`src/hdl/bsu_pkg.sv`:
```
// Shared types, codes and command/status structs of the bytecode stack unit.
`default_nettype none
package bsu_pkg;

    localparam int STACK_DEPTH_DEF = 32;
    localparam int VALUE_W         = 32;
    localparam int OPCODE_W        = 3;
    localparam int STATUS_W        = 2;

    typedef enum logic [OPCODE_W-1:0] {
        OP_PUSH = 3'd0,
        OP_DUMP = 3'd1,
        OP_PEEK = 3'd2,
        OP_POP  = 3'd3,
        OP_SWAP = 3'd4
    } opcode_t;

    typedef enum logic [STATUS_W-1:0] {
        ST_OK       = 2'd0,
        ST_EMPTY    = 2'd1,
        ST_SHORT    = 2'd2,
        ST_OVERFLOW = 2'd3
    } status_t;

    typedef enum logic [1:0] {
        CNT_HOLD = 2'd0,
        CNT_INC  = 2'd1,
        CNT_DEC  = 2'd2
    } cnt_op_t;

    typedef enum logic [1:0] {
        RD_NONE     = 2'd0,
        RD_TOP      = 2'd1,
        RD_SECOND   = 2'd2,
        RD_IDX_NEXT = 2'd3
    } rd_sel_t;

    typedef enum logic [1:0] {
        WR_NONE       = 2'd0,
        WR_PUSH       = 2'd1,
        WR_TOP_RDATA  = 2'd2,
        WR_SECOND_TMP = 2'd3
    } wr_sel_t;

    typedef enum logic [1:0] {
        IDX_HOLD     = 2'd0,
        IDX_LOAD_TOP = 2'd1,
        IDX_DEC      = 2'd2
    } idx_op_t;

    typedef struct packed {
        cnt_op_t cnt_op;
        rd_sel_t rd_sel;
        wr_sel_t wr_sel;
        idx_op_t idx_op;
        logic    tmp_load;
        logic    out_load;
        status_t out_status;
        logic    out_has;
        logic    out_last;
    } cmd_t;

    typedef struct packed {
        logic cnt_empty;
        logic cnt_few;
        logic cnt_full;
        logic idx_zero;
        logic out_free;
    } sts_t;

endpackage
`default_nettype wire

```
`src/hdl/bsu_ram.sv`:
```
// Generic single-write, single-read RAM with registered read data.
`default_nettype none
module bsu_ram #(
    parameter int WIDTH = 32,
    parameter int DEPTH = 32
) (
    input  wire logic                     aclk,
    input  wire logic                     we,
    input  wire logic [$clog2(DEPTH)-1:0] waddr,
    input  wire logic [WIDTH-1:0]         wdata,
    input  wire logic                     re,
    input  wire logic [$clog2(DEPTH)-1:0] raddr,
    output logic      [WIDTH-1:0]         rdata
);

    logic [WIDTH-1:0] mem_reg [DEPTH];
    logic [WIDTH-1:0] rdata_reg;

    always_ff @(posedge aclk) begin
        if (we) begin
            mem_reg[waddr] <= wdata;
        end
        if (re) begin
            rdata_reg <= mem_reg[raddr];
        end
    end

    assign rdata = rdata_reg;

endmodule
`default_nettype wire

```
`src/hdl/bsu_dpath.sv`:
```
// Datapath: entry count, dump index, swap holding register, stack RAM, result register.
`default_nettype none
module bsu_dpath #(
    parameter int STACK_DEPTH = bsu_pkg::STACK_DEPTH_DEF
) (
    input  wire logic                         aclk,
    input  wire logic                         aresetn,
    input  wire bsu_pkg::cmd_t                cmd,
    output bsu_pkg::sts_t                     sts,
    input  wire logic [bsu_pkg::VALUE_W-1:0]  push_value,
    output logic                              m_tvalid,
    input  wire logic                         m_tready,
    output logic      [bsu_pkg::VALUE_W-1:0]  m_tdata,
    output logic      [2:0]                   m_tuser,
    output logic                              m_tlast
);

    localparam int AW    = $clog2(STACK_DEPTH);
    localparam int CNT_W = $clog2(STACK_DEPTH + 1);

    logic [CNT_W-1:0]            cnt_reg, cnt_next;
    logic [AW-1:0]               idx_reg, idx_next;
    logic [bsu_pkg::VALUE_W-1:0] tmp_reg;
    logic                        vld_reg, vld_next;
    bsu_pkg::status_t            ost_reg;
    logic                        ohas_reg;
    logic                        olast_reg;
    logic [bsu_pkg::VALUE_W-1:0] odata_reg;

    logic [AW-1:0]               top_addr, second_addr;
    logic                        ram_we, ram_re;
    logic [AW-1:0]               ram_waddr, ram_raddr;
    logic [bsu_pkg::VALUE_W-1:0] ram_wdata, ram_rdata;

    assign top_addr    = cnt_reg[AW-1:0] - AW'(1);
    assign second_addr = cnt_reg[AW-1:0] - AW'(2);

    always_comb begin
        ram_re    = 1'b1;
        ram_raddr = top_addr;
        case (cmd.rd_sel)
            bsu_pkg::RD_NONE:     ram_re    = 1'b0;
            bsu_pkg::RD_TOP:      ram_raddr = top_addr;
            bsu_pkg::RD_SECOND:   ram_raddr = second_addr;
            bsu_pkg::RD_IDX_NEXT: ram_raddr = idx_reg - AW'(1);
            default:              ram_re    = 1'b0;
        endcase
    end

    always_comb begin
        ram_we    = 1'b1;
        ram_waddr = cnt_reg[AW-1:0];
        ram_wdata = push_value;
        case (cmd.wr_sel)
            bsu_pkg::WR_NONE: ram_we = 1'b0;
            bsu_pkg::WR_PUSH: begin
                ram_waddr = cnt_reg[AW-1:0];
                ram_wdata = push_value;
            end
            bsu_pkg::WR_TOP_RDATA: begin
                ram_waddr = top_addr;
                ram_wdata = ram_rdata;
            end
            bsu_pkg::WR_SECOND_TMP: begin
                ram_waddr = second_addr;
                ram_wdata = tmp_reg;
            end
            default: ram_we = 1'b0;
        endcase
    end

    bsu_ram #(
        .WIDTH (bsu_pkg::VALUE_W),
        .DEPTH (STACK_DEPTH)
    ) u_ram (
        .aclk  (aclk),
        .we    (ram_we),
        .waddr (ram_waddr),
        .wdata (ram_wdata),
        .re    (ram_re),
        .raddr (ram_raddr),
        .rdata (ram_rdata)
    );

    always_comb begin
        case (cmd.cnt_op)
            bsu_pkg::CNT_INC: cnt_next = cnt_reg + CNT_W'(1);
            bsu_pkg::CNT_DEC: cnt_next = cnt_reg - CNT_W'(1);
            default:          cnt_next = cnt_reg;
        endcase
        case (cmd.idx_op)
            bsu_pkg::IDX_LOAD_TOP: idx_next = top_addr;
            bsu_pkg::IDX_DEC:      idx_next = idx_reg - AW'(1);
            default:               idx_next = idx_reg;
        endcase
    end

    // hold the result until taken; a new load may replace one being taken
    assign vld_next = cmd.out_load | (vld_reg & ~m_tready);

    always_ff @(posedge aclk) begin
        if (!aresetn) begin
            cnt_reg <= '0;
            vld_reg <= 1'b0;
        end else begin
            cnt_reg <= cnt_next;
            vld_reg <= vld_next;
        end
    end

    always_ff @(posedge aclk) begin
        idx_reg <= idx_next;
        if (cmd.tmp_load) begin
            tmp_reg <= ram_rdata;
        end
        if (cmd.out_load) begin
            ost_reg   <= cmd.out_status;
            ohas_reg  <= cmd.out_has;
            olast_reg <= cmd.out_last;
            odata_reg <= cmd.out_has ? ram_rdata : '0;
        end
    end

    assign sts.cnt_empty = (cnt_reg == '0);
    assign sts.cnt_few   = (cnt_reg < CNT_W'(2));
    assign sts.cnt_full  = (cnt_reg == CNT_W'(STACK_DEPTH));
    assign sts.idx_zero  = (idx_reg == '0);
    assign sts.out_free  = ~vld_reg | m_tready;

    assign m_tvalid = vld_reg;
    assign m_tdata  = odata_reg;
    assign m_tuser  = {ohas_reg, ost_reg};
    assign m_tlast  = olast_reg;

endmodule
`default_nettype wire

```
`src/hdl/bsu_ctrl.sv`:
```
// Controller: decodes opcodes and sequences peek, dump and swap over the RAM.
`default_nettype none
module bsu_ctrl (
    input  wire logic                          aclk,
    input  wire logic                          aresetn,
    input  wire logic                          s_tvalid,
    output logic                               s_tready,
    input  wire logic [bsu_pkg::OPCODE_W-1:0]  opcode,
    input  wire bsu_pkg::sts_t                 sts,
    output bsu_pkg::cmd_t                      cmd
);

    typedef enum logic [6:0] {
        S_IDLE   = 7'b0000001,
        S_EMIT   = 7'b0000010,
        S_PEEK   = 7'b0000100,
        S_DUMP   = 7'b0001000,
        S_SWAP_A = 7'b0010000,
        S_SWAP_B = 7'b0100000,
        S_SWAP_C = 7'b1000000
    } state_t;

    state_t           state_reg, state_next;
    bsu_pkg::status_t pend_reg, pend_next;

    always_comb begin
        logic             emit_req;
        bsu_pkg::status_t emit_st;

        emit_req       = 1'b0;
        emit_st        = bsu_pkg::ST_OK;
        state_next     = state_reg;
        pend_next      = pend_reg;
        s_tready       = 1'b0;
        cmd.cnt_op     = bsu_pkg::CNT_HOLD;
        cmd.rd_sel     = bsu_pkg::RD_NONE;
        cmd.wr_sel     = bsu_pkg::WR_NONE;
        cmd.idx_op     = bsu_pkg::IDX_HOLD;
        cmd.tmp_load   = 1'b0;
        cmd.out_load   = 1'b0;
        cmd.out_status = bsu_pkg::ST_OK;
        cmd.out_has    = 1'b0;
        cmd.out_last   = 1'b1;

        case (state_reg)
            S_IDLE: begin
                s_tready = 1'b1;
                if (s_tvalid) begin
                    case (bsu_pkg::opcode_t'(opcode))
                        bsu_pkg::OP_PUSH: begin
                            emit_req = 1'b1;
                            if (sts.cnt_full) begin
                                emit_st = bsu_pkg::ST_OVERFLOW;
                            end else begin
                                cmd.wr_sel = bsu_pkg::WR_PUSH;
                                cmd.cnt_op = bsu_pkg::CNT_INC;
                            end
                        end
                        bsu_pkg::OP_DUMP: begin
                            if (!sts.cnt_empty) begin
                                cmd.rd_sel = bsu_pkg::RD_TOP;
                                cmd.idx_op = bsu_pkg::IDX_LOAD_TOP;
                                state_next = S_DUMP;
                            end
                        end
                        bsu_pkg::OP_PEEK: begin
                            if (sts.cnt_empty) begin
                                emit_req = 1'b1;
                                emit_st  = bsu_pkg::ST_EMPTY;
                            end else begin
                                cmd.rd_sel = bsu_pkg::RD_TOP;
                                state_next = S_PEEK;
                            end
                        end
                        bsu_pkg::OP_POP: begin
                            emit_req = 1'b1;
                            if (sts.cnt_empty) begin
                                emit_st = bsu_pkg::ST_EMPTY;
                            end else begin
                                cmd.cnt_op = bsu_pkg::CNT_DEC;
                            end
                        end
                        bsu_pkg::OP_SWAP: begin
                            if (sts.cnt_few) begin
                                emit_req = 1'b1;
                                emit_st  = bsu_pkg::ST_SHORT;
                            end else begin
                                cmd.rd_sel = bsu_pkg::RD_TOP;
                                state_next = S_SWAP_A;
                            end
                        end
                        default: ; // drop unknown opcodes
                    endcase
                end
            end
            S_EMIT: begin
                if (sts.out_free) begin
                    cmd.out_load   = 1'b1;
                    cmd.out_status = pend_reg;
                    state_next     = S_IDLE;
                end
            end
            S_PEEK: begin
                if (sts.out_free) begin
                    cmd.out_load = 1'b1;
                    cmd.out_has  = 1'b1;
                    state_next   = S_IDLE;
                end
            end
            S_DUMP: begin
                // emit current entry and fetch the next one down in the same cycle
                if (sts.out_free) begin
                    cmd.out_load = 1'b1;
                    cmd.out_has  = 1'b1;
                    cmd.out_last = sts.idx_zero;
                    if (sts.idx_zero) begin
                        state_next = S_IDLE;
                    end else begin
                        cmd.rd_sel = bsu_pkg::RD_IDX_NEXT;
                        cmd.idx_op = bsu_pkg::IDX_DEC;
                    end
                end
            end
            S_SWAP_A: begin
                cmd.tmp_load = 1'b1;
                cmd.rd_sel   = bsu_pkg::RD_SECOND;
                state_next   = S_SWAP_B;
            end
            S_SWAP_B: begin
                cmd.wr_sel = bsu_pkg::WR_TOP_RDATA;
                state_next = S_SWAP_C;
            end
            S_SWAP_C: begin
                cmd.wr_sel = bsu_pkg::WR_SECOND_TMP;
                emit_req   = 1'b1;
                state_next = S_IDLE;
            end
            default: state_next = S_IDLE;
        endcase

        // single-result requests go straight to the result register when it is free
        if (emit_req) begin
            if (sts.out_free) begin
                cmd.out_load   = 1'b1;
                cmd.out_status = emit_st;
                state_next     = S_IDLE;
            end else begin
                pend_next  = emit_st;
                state_next = S_EMIT;
            end
        end
    end

    always_ff @(posedge aclk) begin
        if (!aresetn) begin
            state_reg <= S_IDLE;
            pend_reg  <= bsu_pkg::ST_OK;
        end else begin
            state_reg <= state_next;
            pend_reg  <= pend_next;
        end
    end

endmodule
`default_nettype wire

```
`src/hdl/bytecode_stack_unit.sv`:
```
// Top level of the bytecode stack unit: controller plus datapath.
//
// Usage:
//   Each request on the s_ channel carries an opcode in s_tuser and a push
//   value in s_tdata. Push, pop, peek and swap each return one result with
//   m_tlast high; dump returns one result per stored entry, top first, with
//   m_tlast on the bottom entry, and nothing for an empty stack. Unknown
//   opcodes are taken and dropped. m_tuser carries the status code and the
//   has-value flag; m_tdata is zero when no entry is returned.
// Sequencing:
//   Push and pop: the result is loaded straight into the output register, so a
//   stream of them runs at one request per cycle while m_tready stays high.
//   Peek: one RAM read, then the result is loaded. Swap: two reads and two
//   writes through the one read port and the one write port of the stack RAM.
//   Dump: a RAM read to start, then one result per entry, one per cycle while m_tready is high.
//   Errors return their result straight from the idle state, like push and pop.
// Reset and stall:
//   aresetn clears the entry count and drops any pending result; the stack
//   RAM is not cleared. When m_tready is low the result holds in the output
//   register; one more request may be taken, then s_tready drops until the
//   held result is taken.
`default_nettype none
module bytecode_stack_unit #(
    parameter int STACK_DEPTH = bsu_pkg::STACK_DEPTH_DEF
) (
    input  wire logic                          aclk,
    input  wire logic                          aresetn,
    input  wire logic                          s_tvalid,
    output logic                               s_tready,
    input  wire logic [bsu_pkg::VALUE_W-1:0]   s_tdata,  // [31:0] push_value
    input  wire logic [bsu_pkg::OPCODE_W-1:0]  s_tuser,  // [2:0] opcode
    output logic                               m_tvalid,
    input  wire logic                          m_tready,
    output logic      [bsu_pkg::VALUE_W-1:0]   m_tdata,  // [31:0] data_value
    output logic      [2:0]                    m_tuser,  // [1:0] status, [2] has_value
    output logic                               m_tlast
);

    bsu_pkg::cmd_t cmd;
    bsu_pkg::sts_t sts;

    bsu_ctrl u_ctrl (
        .aclk     (aclk),
        .aresetn  (aresetn),
        .s_tvalid (s_tvalid),
        .s_tready (s_tready),
        .opcode   (s_tuser),
        .sts      (sts),
        .cmd      (cmd)
    );

    bsu_dpath #(
        .STACK_DEPTH (STACK_DEPTH)
    ) u_dpath (
        .aclk       (aclk),
        .aresetn    (aresetn),
        .cmd        (cmd),
        .sts        (sts),
        .push_value (s_tdata),
        .m_tvalid   (m_tvalid),
        .m_tready   (m_tready),
        .m_tdata    (m_tdata),
        .m_tuser    (m_tuser),
        .m_tlast    (m_tlast)
    );

endmodule
`default_nettype wire

```
`config.mk`:
```
export PLATFORM = sky130hd
export DESIGN_NAME = bytecode_stack_unit
export DESIGN_NICKNAME = d
export VERILOG_FILES = /design/src/hdl/bsu_pkg.sv /design/src/hdl/bsu_ram.sv /design/src/hdl/bsu_dpath.sv /design/src/hdl/bsu_ctrl.sv /design/src/hdl/bytecode_stack_unit.sv
export SDC_FILE = /design/constraint.sdc
export NUM_CORES = 1
export LEC_CHECK = 0
export BUFFER_PORTS_ARGS = -buffer_cell sky130_fd_sc_hd__buf_2
export CAP_MARGIN = 20
export CORE_ASPECT_RATIO = 1.75
export CORE_MARGIN = 1.5
export CORE_UTILIZATION = 40
export DETAILED_ROUTE_END_ITERATION = 10
export PLACE_DENSITY_LB_ADDON = 0.15
export SYNTH_ARGS = -nofsm -noshare
export SYNTH_HDL_FRONTEND = slang
export SYNTH_HIERARCHICAL = 1
export SYNTH_SLANG_ARGS = --single-unit
```
`constraint.sdc`:
```
create_clock -name aclk -period 4.95 [get_ports aclk]
set_input_delay 0.99 -clock aclk [delete_from_list [all_inputs] [get_ports aclk]]
set_output_delay 0.99 -clock aclk [all_outputs]
set_load 0.05 [all_outputs]
```
# After elaboration in Yosys (flattened, before gate mapping)
# Memories as Yosys holds them, arrays and structs flattened. A register that Yosys moved wholly into a read port is not among the register bits.
# Index checks and enable logic that the tools add are counted.
word_totals:
  reg_bits: 89
  ram_bits: 1024
  output_inout_bits: 38
  word_cells: 122
  mem_count: 1
memory_table:
  columns: ["name", "depth", "width", "rd", "rd_clocked_by_memory_dff", "write_ports", "line", "rtl"]
  rows:
  - ["u_dpath.u_ram.mem_reg", 32, 32, 1, 1, 1, "bsu_ram.sv:16", "logic [WIDTH-1:0] mem_reg [DEPTH];"]
classes:
  n_addsub: 5
  order_cmp: 1
  n_eq_ne: 28
  n_mux: 55
  n_bitwise: 6
  n_reduce_logical: 16
op_table:
  columns: ["operator", "count"]
  rows:
  - ["32-bit case mux with 2 select lines", 1]
  - ["7-bit two-way mux", 8]
  - ["7-bit case mux with 5 select lines", 1]
  - ["5-bit case mux with 2 select lines", 3]
  - ["2-bit two-way mux", 14]
  - ["7-bit case mux with 3 select lines", 1]
  - ["2-bit case mux with 3 select lines", 3]
  - ["2-bit equality test (second input constant)", 6]
  - ["1-bit two-way mux", 12]
  - ["2-bit case mux with 2 select lines", 3]
  - ["6-bit case mux with 2 select lines", 1]
  - ["2-bit OR reduction", 5]
  - ["5-bit by 1-bit subtractor with 5-bit output (second input constant)", 2]
  - ["3-bit two-way mux", 3]
  - ["8-bit two-way mux", 1]
  - ["4-bit inequality test (second input constant)", 2]
  - ["8-bit AND reduction", 1]
  - ["7-bit by 1-bit equality test with 1-bit output (second input constant)", 1]
  - ["7-bit by 2-bit equality test with 1-bit output (second input constant)", 1]
  - ["7-bit by 3-bit equality test with 1-bit output (second input constant)", 1]
  - ["7-bit by 4-bit equality test with 1-bit output (second input constant)", 1]
  - ["7-bit by 5-bit equality test with 1-bit output (second input constant)", 1]
  - ["7-bit by 6-bit equality test with 1-bit output (second input constant)", 1]
  - ["7-bit equality test (second input constant)", 1]
  - ["25 further kinds", 37]

# Logic depth before layout (Yosys ltp)
logic_depth:
  depth_word: 8
  ltp_mapped: 21

# By module
# The synthesis kept the hierarchy.
modules_own_cells:
  columns: ["mod", "n_inst", "cells_each", "area_each_um2", "seq_area_each_um2"]
  rows:
  - ["bsu_ram", 1, 2260, 40812.9, 31710.4]
  - ["bsu_dpath", 1, 361, 4112.7, 2332.2]
  - ["bsu_ctrl", 1, 120, 887.1, 180.2]

# Worst setup path before layout
# OpenSTA, ideal clock, no wires.
synth_path:
  kind: "input to register"
  startpoint: "input port s_tuser[1] (netlist name)"
  endpoint: "memory u_dpath.u_ram.mem_reg[19][0], enable pin"
  setup_time_ns: 0.421
  t_arrival_ns: 4.671
  t_required_ns: 4.529
  path_slack_ns: -0.142
  stages: 11
  path_buffers: 3
  path_cell_list: "buf_2 > or2_2 > nor4_2 > a21o_1 > clkbuf_1 > buf_2 > mux2i_1 > nand2_1 > xnor2_1 > or3b_2 > nor2_1"
synth_lines:
  columns: ["element", "line", "rtl"]
  rows:
  - ["start: declaration", "bytecode_stack_unit.sv:31", "input wire logic [bsu_pkg::OPCODE_W-1:0] s_tuser,"]
  - ["end: declaration", "bsu_ram.sv:16", null]

==> results.json <==
{
  "cts_tree": "built",
  "yosysTopAreaCell": "edfxtp_1",
  "finalHoldViolations": 0,
  "postSynthCellCount": 2741,
  "avgSynthCellArea_sq_um": 16.7,
  "status": "finished, final reports clean",
  "rows": 164,
  "die_w_um": 259,
  "skew_ns": 0.0429,
  "clkLatencyLatePin_ns": 0.73,
  "fin_ws_ns": 0.319,
  "async_reset_ff_frac": 0,
  "num_vias": 25300,
  "p_leak_nw": 20.4,
  "finalSetupViolations": 0,
  "synth_seq_cells": 1145,
  "hp-class": "reg -> reg",
  "synth_nets": 2788,
  "drt_iter0_drc": 2269,
  "dpl.hpwl_mm": 75.7,
  "grt_pass1_vias": 25900,
  "slew_viol_final": 0,
  "min_period_ns": 4.63,
  "hold_path_depth": 0,
  "fin_crit_sh": 0.936,
  "yosys-top-cells-count": "1129 x edfxtp_1, 554 x mux2i_1, 149 x a21oi_1",
  "synth_most_common_cell": "edfxtp_1",
  "worst_r2r_path_depth": 12,
  "crit_path_end_kind": "flip-flop",
  "slew_headroom": 0.312,
  "dieArea_sq_um": 117000,
  "total_power_mw": 19.8,
  "drc": 0,
  "io_pins": 77,
  "reg2reg_from": "u_dpath/cnt_reg[1]",
  "yosys_warnings": 6,
  "cp_slowest_stage_delay_ns": 0.64,
  "slowest_stage": "xnor2_1",
  "r2r-end": "u_dpath/u_ram/mem_reg[23][24]",
  "area_growth_pct": 15.9,
  "fin_cells": 4549,
  "rsz0062_at_grt": "no",
  "cp.required_ns": 5.30,
  "cts_buffer_depth": 3,
  "powerDensity_nw_per_um2": 374,
  "grt_pass1_wl_mm": 181,
  "synthTopCellsByArea": "edfxtp_1 74%, mux2i_1 12%, a21oi_1 1.6%",
  "synth_edf_count": 1129,
  "synth_ff_type": "edfxtp_1",
  "ctsRootBufferMaster": "clkbuf_16",
  "holdWs_ns": 0.483,
  "core-area_sq_um": 114000,
  "largest_reg_flops": 1024,
  "rrSetupSlack_ns": 0.32,
  "min_from": "u_dpath/u_ram/rdata[15]",
  "cap_violations": 0,
  "path_class": "reg -> reg",
  "cp.arrival_ns": 4.99,
  "synth_top_area_frac": 0.740,
  "die_h_um": 451,
  "place_ws_ns": 0.359,
  "place_congestion": 0.840,
  "fmax_mhz": 216,
  "final_nets": 3019,
  "antenna_found_initial": 2,
  "via_per_inst": 5.56,
  "crit_path_start_kind": "flip-flop",
  "ant_nets": 0,
  "grtUsageTotal": 0.215,
  "cts_inserted_buffers": 99,
  "yosysSeqAreaShare": 0.747,
  "path_max_fanout": 18,
  "first_pass_iters": 5,
  "grt_max_degree": 55,
  "num_antenna_cells": 0,
  "cts_sinks": 1145,
  "path_clk_slew_ns": 0.07,
  "postCtsSetupBuffers": 0,
  "ir_drop_uv": 263,
  "h-tree-depth": 3,
  "numPortBuffers": 76,
  "synth.cell_area_sq_um": 45800,
  "grt-ovfl-total": 0,
  "wirelength_mm": 125,
  "yosysUniqueCellTypes": 66,
  "hold_end": "u_dpath/tmp_reg[15]",
  "wl_per_cell_um": 27.5,
  "initial_core_util": 0.402,
  "placed_cells": 4365,
  "worst_pin_slew_ns": 1.03,
  "critical_path.cell_chain": "inv_1 -> ha_1 -> or3b_1 -> nor3b_1 -> nor4_2 -> a21o_2 -> mux2i_1 -> nand2_1 -> xnor2_1 -> nand3b_1 -> nor2_4 -> buf_4",
  "drive_gt1_frac": 0.178
}
## where the power goes
| part | switching, mW | internal (mW) |
|---|---|---|
| clock | 3.57 | 4.36 |
| combinational | 0.779 | 0.424 |
| sequential | 0.0191 | 10.7 |
## final cells by class
cell class	count	area [sq um]
timing repair buffer	295	2630
clock inverter	72	737
fill	9743	60800
sequential	1145	34200
tap	1494	1870
multi-input combinational	1412	11000
inverter	19	71.3
clock buffer	112	2550
## cells in the final DEF (no fill, tap or decap), types with 4 or more instances in the layout
cell type,count
edfxtp_1,1129
mux2i_1,554
buf_4,171
a21oi_1,116
nand2_1,114
nand3_1,106
clkbuf_16,100
a22oi_1,98
buf_2,76
a22o_1,64
nor2_1,57
buf_12,48
nor3_1,38
and2_1,34
a31oi_1,34
nor2_4,33
a21oi_2,29
clkinv_2,25
clkinv_1,20
inv_1,19
o21ai_0,16
dfxtp_1,16
clkbuf_1,12
bufinv_16,12
xor2_1,10
xnor2_1,8
ha_1,8
nand2b_1,7
clkinvlp_4,5
nor3_2,5
or3_1,5
nand3b_1,5
a21oi_4,4
## worst max-delay path: cells and delay by family, from the launching register on
family / cells / cell delay, ns
AO/OA/AOI/OAI: 1 / 0.29
XOR/XNOR: 1 / 0.64
adder cells (fa/ha/maj): 1 / 0.24
buffers and inverters: 2 / 0.61
flip-flops: 1 / 0.40
multiplexers: 1 / 0.16
AND/OR/NAND/NOR: 6 / 1.87
## through the flow
step / TNS [ns] / cell area, sq um / util
floorplan: -27.94 / 45800 / -
global placement: 0 / 49800 / 0.437
detailed placement: 0 / 49800 / 0.437
CTS: 0 / 53100 / 0.466
global route: 0 / 53100 / 0.466
finish: 0 / 53100 / 0.466
## layer usage
metal | part of all wire | global-route usage | vias up
li1 | - | - | 11200
met1 | 0.41 | 0.278 | 13200
met2 | 0.52 | 0.380 | 741
met3 | 0.049 | 0.0251 | 157
met4 | 0.022 | 0.0578 | 0
met5 | 0 | 0 | -
## worst max path at each step
stage	start	end	cells past startpoint
global route	u_dpath/cnt_reg[1]	u_dpath/u_ram/rdata[25]	18
detailed placement	u_dpath/cnt_reg[1]	u_dpath/u_ram/rdata[3]	19
CTS	u_dpath/cnt_reg[1]	u_dpath/u_ram/rdata[25]	18
finish	u_dpath/cnt_reg[1]	u_dpath/u_ram/mem_reg[23][24]	12
global placement	u_dpath/cnt_reg[1]	u_dpath/u_ram/rdata[25]	18
floorplan	s_tuser[1]	u_dpath/u_ram/mem_reg[19][0]	11
## logic make-up (layout without fill, tap and decap cells)
family / Yosys count / after routing / synth area share
muxes: 555 / 555 / 0.121
xor gates and xnor gates: 18 / 18 / 0.00344
adders and majority gates: 8 / 8 / 0.00218
buffers and inverters: 184 / 498 / 0.0223
and+or+nand+nor: 443 / 443 / 0.0477
DFF: 1145 / 1145 / 0.747
AOI/OAI and AO/OA: 388 / 388 / 0.0560
## repair_timing
| item | CTS | global route |
|---|---|---|
| gates resized for setup | 0 | 2 |
| hold buffers | 0 | 0 |
| setup endpoints to repair | 0 | 2 |
(Power assumes the default switching activity.)
